**src/design/srfc_pkg.sv**
```systemverilog
// Shared types and constants for the servo response frame checker.
package srfc_pkg;

	localparam int unsigned CountW    = 5;
	localparam int unsigned PayloadN  = 15;
	localparam int unsigned PayloadAw = 4;

	localparam logic [CountW-1:0] COUNT_MAX     = 5'd31;
	localparam logic [CountW-1:0] POS_HDR0      = 5'd0;
	localparam logic [CountW-1:0] POS_HDR1      = 5'd1;
	localparam logic [CountW-1:0] POS_CMD       = 5'd2;
	localparam logic [CountW-1:0] POS_SIZE      = 5'd3;
	localparam logic [CountW-1:0] POS_ID        = 5'd4;
	localparam logic [CountW-1:0] POS_PAYLOAD   = 5'd5;
	localparam logic [CountW-1:0] POS_PAY_END   = 5'd20;

	localparam logic [CountW-1:0] LEN_MIN       = 5'd5;
	localparam logic [CountW-1:0] LEN_PING      = 5'd6;
	localparam logic [CountW-1:0] LEN_ANGLE     = 5'd8;
	localparam logic [CountW-1:0] LEN_TELEM     = 5'd21;

	localparam logic [7:0] HDR0       = 8'h05;
	localparam logic [7:0] HDR1       = 8'h1C;
	localparam logic [7:0] CMD_PING   = 8'd1;
	localparam logic [7:0] CMD_ANGLE  = 8'd10;
	localparam logic [7:0] CMD_TELEM  = 8'd22;
	localparam logic [7:0] SIZE_PING  = 8'd1;
	localparam logic [7:0] SIZE_ANGLE = 8'd3;
	localparam logic [7:0] SIZE_TELEM = 8'd16;

	typedef enum logic [2:0] {
		VERDICT_OK         = 3'd0,
		VERDICT_BAD_FRAME  = 3'd1,
		VERDICT_BAD_HEADER = 3'd2,
		VERDICT_BAD_SIZE   = 3'd3,
		VERDICT_BAD_ID     = 3'd4,
		VERDICT_BAD_SUM    = 3'd5
	} verdict_t;

	typedef enum logic [1:0] {
		OP_PING      = 2'd0,
		OP_ANGLE     = 2'd1,
		OP_TELEMETRY = 2'd2,
		OP_UNUSED    = 2'd3
	} opcode_t;

	typedef struct packed {
		logic [7:0] rx_byte;
		logic       frame_end;
		logic [7:0] expected_id;
		opcode_t    opcode;
	} item_t;

	typedef struct packed {
		verdict_t           verdict;
		logic [7:0]         reply_id;
		logic signed [15:0] supply_volt;
		logic signed [15:0] load_amp;
		logic signed [15:0] load_watt;
		logic signed [15:0] temp_code;
		logic [7:0]         servo_status;
		logic signed [31:0] angle_tenths;
		logic signed [15:0] turn_count;
	} result_t;

endpackage

```
**src/design/srfc_in_reg.sv**
```systemverilog
// Input register stage: holds one accepted word until the core takes it.
module srfc_in_reg (
	input  logic              clk,
	input  logic              arst_n,
	input  logic              s_tvalid,
	output logic              s_tready,
	input  logic [15:0]       s_tdata,
	input  logic              s_tlast,
	input  logic [1:0]        s_tuser,
	input  logic              advance,
	output logic              valid_s1,
	output srfc_pkg::item_t   item_s1
);

	logic valid_q;

	assign s_tready = !valid_q || advance;
	assign valid_s1 = valid_q;

	always_ff @(posedge clk or negedge arst_n) begin
		if (!arst_n) begin
			valid_q <= 1'b0;
		end else if (s_tready) begin
			valid_q <= s_tvalid;
		end
	end

	always_ff @(posedge clk) begin
		if (s_tready && s_tvalid) begin
			item_s1.rx_byte     <= s_tdata[7:0];
			item_s1.expected_id <= s_tdata[15:8];
			item_s1.frame_end   <= s_tlast;
			item_s1.opcode      <= srfc_pkg::opcode_t'(s_tuser);
		end
	end

endmodule

```
**src/design/srfc_frame.sv**
```systemverilog
// Frame state (count, sum, captured bytes) and the verdict and field decode.
module srfc_frame (
	input  logic              clk,
	input  logic              arst_n,
	input  logic              advance,
	input  srfc_pkg::item_t   item_s1,
	output srfc_pkg::result_t res
);

	logic [srfc_pkg::CountW-1:0] count_q;
	logic [7:0]                  sum_q;
	logic                        hdr_ok_q;
	logic [7:0]                  cmd_q;
	logic [7:0]                  size_q;
	logic [7:0]                  id_q;
	logic [7:0]                  payload_q [srfc_pkg::PayloadN];

	logic [srfc_pkg::CountW-1:0]   len;
	logic [srfc_pkg::CountW-1:0]   pay_off;
	logic [srfc_pkg::PayloadAw-1:0] pay_idx;
	logic                          pay_wr;
	srfc_pkg::verdict_t            verdict;

	assign len     = (count_q == srfc_pkg::COUNT_MAX) ? count_q : count_q + 1'b1;
	assign pay_off = count_q - srfc_pkg::POS_PAYLOAD;
	assign pay_idx = pay_off[srfc_pkg::PayloadAw-1:0];
	assign pay_wr  = advance && !item_s1.frame_end && count_q >= srfc_pkg::POS_PAYLOAD
		&& count_q < srfc_pkg::POS_PAY_END;

	always_ff @(posedge clk or negedge arst_n) begin
		if (!arst_n) begin
			count_q  <= '0;
			sum_q    <= '0;
			hdr_ok_q <= 1'b0;
			cmd_q    <= '0;
			size_q   <= '0;
			id_q     <= '0;
		end else if (advance) begin
			if (item_s1.frame_end) begin
				count_q  <= '0;
				sum_q    <= '0;
				hdr_ok_q <= 1'b0;
			end else begin
				case (count_q)
					srfc_pkg::POS_HDR0: hdr_ok_q <= (item_s1.rx_byte == srfc_pkg::HDR0);
					srfc_pkg::POS_HDR1: hdr_ok_q <= hdr_ok_q
						&& (item_s1.rx_byte == srfc_pkg::HDR1);
					srfc_pkg::POS_CMD:  cmd_q  <= item_s1.rx_byte;
					srfc_pkg::POS_SIZE: size_q <= item_s1.rx_byte;
					srfc_pkg::POS_ID:   id_q   <= item_s1.rx_byte;
					default: ;
				endcase
				sum_q <= sum_q + item_s1.rx_byte;
				if (count_q != srfc_pkg::COUNT_MAX) begin
					count_q <= count_q + 1'b1;
				end
			end
		end
	end

	always_ff @(posedge clk) begin
		if (pay_wr) begin
			payload_q[pay_idx] <= item_s1.rx_byte;
		end
	end

	// check order: short frame, header, length/command/size (telemetry: command/size/length), id, checksum
	always_comb begin
		verdict = srfc_pkg::VERDICT_OK;
		if (len < srfc_pkg::LEN_MIN) begin
			verdict = srfc_pkg::VERDICT_BAD_FRAME;
		end else if (!hdr_ok_q) begin
			verdict = srfc_pkg::VERDICT_BAD_HEADER;
		end else begin
			case (item_s1.opcode)
				srfc_pkg::OP_PING: begin
					if (len != srfc_pkg::LEN_PING)        verdict = srfc_pkg::VERDICT_BAD_SIZE;
					else if (cmd_q != srfc_pkg::CMD_PING)  verdict = srfc_pkg::VERDICT_BAD_FRAME;
					else if (size_q != srfc_pkg::SIZE_PING) verdict = srfc_pkg::VERDICT_BAD_SIZE;
				end
				srfc_pkg::OP_ANGLE: begin
					if (len != srfc_pkg::LEN_ANGLE)        verdict = srfc_pkg::VERDICT_BAD_SIZE;
					else if (cmd_q != srfc_pkg::CMD_ANGLE) verdict = srfc_pkg::VERDICT_BAD_FRAME;
					else if (size_q != srfc_pkg::SIZE_ANGLE) verdict = srfc_pkg::VERDICT_BAD_SIZE;
				end
				srfc_pkg::OP_TELEMETRY: begin
					if (cmd_q != srfc_pkg::CMD_TELEM)        verdict = srfc_pkg::VERDICT_BAD_FRAME;
					else if (size_q != srfc_pkg::SIZE_TELEM) verdict = srfc_pkg::VERDICT_BAD_SIZE;
					else if (len != srfc_pkg::LEN_TELEM)     verdict = srfc_pkg::VERDICT_BAD_SIZE;
				end
				default: verdict = srfc_pkg::VERDICT_BAD_FRAME;
			endcase
			if (verdict == srfc_pkg::VERDICT_OK) begin
				if (id_q != item_s1.expected_id) begin
					verdict = srfc_pkg::VERDICT_BAD_ID;
				end else if (sum_q != item_s1.rx_byte) begin
					verdict = srfc_pkg::VERDICT_BAD_SUM;
				end
			end
		end
	end

	// decode little-endian fields; zero unless the frame passed
	always_comb begin
		res         = '0;
		res.verdict = verdict;
		if (verdict == srfc_pkg::VERDICT_OK) begin
			res.reply_id = id_q;
			case (item_s1.opcode)
				srfc_pkg::OP_ANGLE: begin
					res.angle_tenths = {{16{payload_q[1][7]}}, payload_q[1], payload_q[0]};
				end
				srfc_pkg::OP_TELEMETRY: begin
					res.supply_volt  = {payload_q[1], payload_q[0]};
					res.load_amp     = {payload_q[3], payload_q[2]};
					res.load_watt    = {payload_q[5], payload_q[4]};
					res.temp_code    = {payload_q[7], payload_q[6]};
					res.servo_status = payload_q[8];
					res.angle_tenths = {payload_q[12], payload_q[11], payload_q[10], payload_q[9]};
					res.turn_count   = {payload_q[14], payload_q[13]};
				end
				default: ;
			endcase
		end
	end

`ifndef SYNTHESIS
	a_clear_after_end: assert property (@(posedge clk) disable iff (!arst_n)
		advance && item_s1.frame_end |=> count_q == '0 && sum_q == '0 && !hdr_ok_q)
		else $error("frame state not cleared after last byte");
	a_count_steps: assert property (@(posedge clk) disable iff (!arst_n)
		advance && !item_s1.frame_end && count_q != srfc_pkg::COUNT_MAX
		|=> count_q == $past(count_q) + 1'b1)
		else $error("byte count did not advance");
	a_hdr_needs_len: assert property (@(posedge clk) disable iff (!arst_n)
		hdr_ok_q |-> count_q >= srfc_pkg::POS_HDR1)
		else $error("header match set before the first byte");
`endif

endmodule

```
**src/design/servo_response_frame_checker_top.sv**
```systemverilog
// Top level of the servo response frame checker: input stage, frame core, result register.
// Takes one reply byte per word and gives one result word on the frame's last byte.
// An accepted word is registered in the input register, then checked and decoded
// into the result register once the core takes it. One word is taken every cycle; the
// input stalls only while a last byte waits in the input register behind a result
// word that m_tready has not yet taken.
// The verdict order is short frame, header, reply length/command/size (for telemetry
// command/size/length), id, then sum-of-bytes checksum; all decoded fields are zero
// unless the verdict is ok. Angle is in signed 0.1 degree.
module servo_response_frame_checker_top (
	input  logic         clk,
	input  logic         arst_n,
	input  logic         s_tvalid,
	output logic         s_tready,
	input  logic [15:0]  s_tdata,   // rx_byte[7:0], expected_id[15:8]
	input  logic         s_tlast,   // frame_end
	input  logic [1:0]   s_tuser,   // opcode[1:0]
	output logic         m_tvalid,
	input  logic         m_tready,
	output logic [127:0] m_tdata,   // reply_id[7:0], supply_volt[23:8], load_amp[39:24],
	                                // load_watt[55:40], temp_code[71:56], servo_status[79:72],
	                                // angle_tenths[111:80], turn_count[127:112]
	output logic [2:0]   m_tuser    // verdict[2:0]
);

	logic              valid_s1;
	logic              advance;
	srfc_pkg::item_t   item_s1;
	srfc_pkg::result_t res;
	srfc_pkg::result_t res_q;
	logic              m_valid_q;

	// non-final bytes never need the result register
	assign advance = valid_s1 && (!item_s1.frame_end || !m_valid_q || m_tready);

	srfc_in_reg u_in (
		.clk      (clk),
		.arst_n   (arst_n),
		.s_tvalid (s_tvalid),
		.s_tready (s_tready),
		.s_tdata  (s_tdata),
		.s_tlast  (s_tlast),
		.s_tuser  (s_tuser),
		.advance  (advance),
		.valid_s1 (valid_s1),
		.item_s1  (item_s1)
	);

	srfc_frame u_frame (
		.clk     (clk),
		.arst_n  (arst_n),
		.advance (advance),
		.item_s1 (item_s1),
		.res     (res)
	);

	always_ff @(posedge clk or negedge arst_n) begin
		if (!arst_n) begin
			m_valid_q <= 1'b0;
		end else if (advance && item_s1.frame_end) begin
			m_valid_q <= 1'b1;
		end else if (m_tready) begin
			m_valid_q <= 1'b0;
		end
	end

	always_ff @(posedge clk) begin
		if (advance && item_s1.frame_end) begin
			res_q <= res;
		end
	end

	assign m_tvalid = m_valid_q;
	assign m_tuser  = res_q.verdict;
	assign m_tdata  = {res_q.turn_count, res_q.angle_tenths, res_q.servo_status,
		res_q.temp_code, res_q.load_watt, res_q.load_amp, res_q.supply_volt, res_q.reply_id};

`ifndef SYNTHESIS
	a_zero_on_error: assert property (@(posedge clk) disable iff (!arst_n)
		m_tvalid && m_tuser != srfc_pkg::VERDICT_OK |-> m_tdata == '0)
		else $error("data fields not zero on failed frame");
	a_verdict_range: assert property (@(posedge clk) disable iff (!arst_n)
		m_tvalid |-> m_tuser <= srfc_pkg::VERDICT_BAD_SUM)
		else $error("verdict code out of range");
	a_hold_on_stall: assert property (@(posedge clk) disable iff (!arst_n)
		valid_s1 && item_s1.frame_end && m_tvalid && !m_tready |-> !s_tready)
		else $error("input taken while a final byte is blocked");
`endif

endmodule
```
**config.mk**
```make
export PLATFORM = sky130hd
export DESIGN_NAME = servo_response_frame_checker_top
export DESIGN_NICKNAME = d
export VERILOG_FILES = /design/src/design/srfc_pkg.sv /design/src/design/srfc_in_reg.sv /design/src/design/srfc_frame.sv /design/src/design/servo_response_frame_checker_top.sv
export SDC_FILE = /design/constraint.sdc
export NUM_CORES = 1
export LEC_CHECK = 0
export ABC_AREA = 1
export BUFFER_PORTS_ARGS = -buffer_cell sky130_fd_sc_hd__buf_2
export CAP_MARGIN = 5
export CORE_MARGIN = 4
export CORE_UTILIZATION = 55
export CTS_BUF_LIST = sky130_fd_sc_hd__clkbuf_4 sky130_fd_sc_hd__clkbuf_8
export CTS_CLUSTER_SIZE = 40
export DETAILED_ROUTE_END_ITERATION = 10
export GPL_ROUTABILITY_DRIVEN = 0
export PLACE_DENSITY_LB_ADDON = 0.3
export RECOVER_POWER = 100
export SETUP_SLACK_MARGIN = 0.1
export SLEW_MARGIN = 20
export SYNTH_ARGS = -nofsm -noshare
export SYNTH_HDL_FRONTEND = slang
export SYNTH_SLANG_ARGS = --single-unit
export TNS_END_PERCENT = 100
```
**constraint.sdc**
```tcl
create_clock -name clk -period 7.55 [get_ports clk]
set_input_delay 1.51 -clock clk [delete_from_list [all_inputs] [get_ports clk]]
set_output_delay 1.51 -clock clk [all_outputs]
set_load 0.005 [all_outputs]
```
==> results.md <==
* Compound-Gate Fraction of Synth Area at 3.13%
* Most common library cells after synthesis: 270 x edfxtp_1, 177 x inv_1, 152 x nand2_1
* Max transition margin at -92.7%
* Hold crit path type: reg2reg
* Worst Setup SP: m_tready
* Max Slew Vio Count at 98
* I/O pin count at 156
* GRT Total Usage at just under 20%
* GRT overflow at 0
* Initial DRC Count at around 500
* Clock transition at path regs at about 60 ps
* Maxcap violations at 2
* Hold buffers post-CTS at 0
* Antenna violations before repair at 0
* Reg2reg start: u_in.item_s1[10]$_DFFE_PP_
* Pwr Total at roughly 3.7 mW
* Seq/Total Area, Yosys at 74.4%
* DIE HEIGHT at about 160 um
* Sw frac at roughly a quarter
* Final setup fails at 0
* Status: complete, but fails checks
* Netlist cell types at a little over 40
* Total CTS buffers at 46
* ANT cells at 0
* Asr flop ratio synth at 12.9%
* Hold Startpoint: u_frame.cmd_q[5]$_DFFE_PN0P_
* Post-route setup TNS at 0 ps
* Routed WL at 24.0 mm
* Final nets at approximately 1,200
* Maximum vdd drop at roughly 0.18 mV
* FF+latch count, synth at 310
* Die width at approximately 160 um
* Final min period at 4840 ps
* Synth Cell Area at ~12,000 um2
* CP Class: in2reg
* Pin count of the biggest net entering global routing at 89
* Yosys warning count at 0
* Syn Area/Cell at 12.4 um2
* Top cells by area, synth: edfxtp_1 66%, dfrtp_1 8.2%, inv_1 5.4%
* PD cells at ~260 nW/um2
* Post-synth top area cell: edfxtp_1
* Achievable clock frequency at 206 MHz
* Hold Fails Final Rpt at 0
* Row cnt at 54
* Mux share of post-synthesis cell area at 0%
* Main combinational cell family by area after synthesis: simple AND/OR/NAND/NOR gates
* Cells after synthesis at about 990
* CTS H-Tree Depth at 2
* Detail Route Antenna Nets at 0
* Clock buffer depth at 3
* Vias post-DR at 7,421
* Drc violations at 0
* Worst Path Arrival at 4950 ps
* WL/cell at 16.1 um
* Crit share post-route at approximately 64%
* CTS tree: yes
* Synth Area in XOR/XNOR at 0.787%
* Mapped Nets at 1,030
* Synth Area in Simple Gates at 12.9%
* # fillers at 1,650
* Sw Pwr at 890 uW
* Setup Skew at around 15 ps
* Postcts setup bufs at 0
* Main synth FF type: edfxtp_1
* Critical path peak fanout at 76
* Via density at ~5.0
* Most frequent cell after synthesis: edfxtp_1
* I/O Buffers at 155
* Worst Max-Slew Pin Slew at 2890 ps
* Pint at ~2.8 mW
* Adder-Cell Fraction of Synth Area at between 2 and 2.5%
* First-pass GRT wire length at 37.3 mm
* Pleak at 5.83 nW
* DRT Pass-1 Iters at 5
* Sequential cell fraction of total power at 55.2%
* Combinational fraction of design power at 9.1%
* Post-synth top area share at around two thirds
* DP Wirelength at 15.8 mm
* Crit end category: flip-flop
* Die Outline Area at 24,700 um2
* Clock Latency Late Sink at 550 ps
* Clock Sinks at slightly above 300
* Number of global-route vias before repair at 7,242
* Worst path required time at 7650 ps
* Proportion of power drawn by the clock network at 35.7%
* CTS Root Cell: clkbuf_8
* Share of layout cells above drive strength 1 at 14.7%
* RSZ-0062 raised after global routing: false
* Failing checks: max-capacitance violations, max-slew violations
* Area grow syn2layout at 14.9%
* EDFF count, synth at 270
* Critical path launch point type: input port
* Initial Util at 56.1%
* Core box area at around 22,000 um2
* Post-CTS sizing at 0
-- path summary, 6_finish.rpt --
kind                                                  endpoint  slack, ps  depth (start not counted)
worst min register to register    u_frame.cmd_q[5]$_DFFE_PN0P_        490                          2
worst min-delay path              u_frame.cmd_q[5]$_DFFE_PN0P_        490                          2
worst max register to register      m_tdata[124]$_SDFFCE_PN0P_       3290                          4
min in group asynchronous         u_frame.sum_q[5]$_DFFE_PN0P_       1580                          1
max in group asynchronous       u_frame.count_q[1]$_DFFE_PN0P_       4730                          1
worst max-delay path                m_tdata[124]$_SDFFCE_PN0P_       2710                          6
-- final cells by class --
cell class / instances / area, um2 / area share (%)
multi-input combinational: 473 / 2270 / 16.2
sequential: 310 / 9110 / 64.8
tap: 280 / 350 / 2.49
timing repair buffer: 165 / 741 / 5.27
inverter: 181 / 682 / 4.85
clock buffer: 56 / 714 / 5.08
clock inverter: 29 / 191 / 1.36
-- through the flow --
step           area (um2)  setup WS [ps]  std cells  utilization, %  hold slack [ps]
2_1_floorplan       12200           2600        987               -              453
6_report            14100           2710       1494            64.4              488
4_1_cts             14200           3390       1494            65.2              489
3_5_place_dp        13300           2810       1409            61.0              474
5_1_grt             14100           2340       1494            64.4              531
3_3_place_gp        13300           3000       1409            61.0              470
-- power groups by stage --
stage / Clock, mW / Sequential [mW] / Combinational, mW
global placement: 0 / 2.06 / 0.331
detailed placement: 0 / 2.06 / 0.342
floorplan: 0 / 2.06 / 0.225
CTS: 1.34 / 2.03 / 0.343
finish: 1.31 / 2.03 / 0.334
global route: 1.43 / 2.04 / 0.385
-- flip-flops by register name, summed over array words and instances, names as in the netlist, 3 cells and up --
signal,flops
m_tdata,128
u_frame.cmd_q,8
m_tuser,3
u_frame.size_q,8
u_frame.id_q,8
u_frame.payload_q,120
u_frame.sum_q,8
u_in.item_s1,19
u_frame.count_q,5
-- critical path, stage by stage --
cell and delay (ps):
buf_2 70, inv_1 50, a31oi_1 210, nand2_1 190, inv_4 740, clkbuf_1 2100
-- cells by family (layout without fill, tap and decap cells) --
kind of cell / after synthesis / after routing
simple gates: 373 / 373
flops: 310 / 310
buf+inv: 204 / 431
compound gates: 69 / 69
fa+ha+maj: 20 / 20
xor+xnor: 11 / 11
-- cells in the final DEF, fill, tap and decap left out, types with 2 or more instances in the layout --
cell type and count:
nor2_1 163, clkbuf_4 9, bufinv_16 2, inv_2 2, inv_1 178, clkbuf_8 47, nor2_2 4, nand2_1 152
dfrtp_1 40, buf_2 91, edfxtp_1 270, nor3_1 10, nor3b_1 8, clkbuf_1 72, a21oi_1 5, nand4_1 7
clkinv_2 15, ha_1 19, o21ai_0 49, o22ai_1 3, a22o_1 2, buf_4 2, clkinv_1 10, xnor2_1 10
nand3_1 24
-- layer usage --
| layer | part of all wire (%) | track usage (%) |
|---|---|---|
| met1 | 40 | 24.9 |
| met5 | 0 | 0 |
| met4 | 2.3 | 5.82 |
| met2 | 50 | 33.6 |
| met3 | 7.4 | 4.37 |
Power figures use the tool's default switching activity.
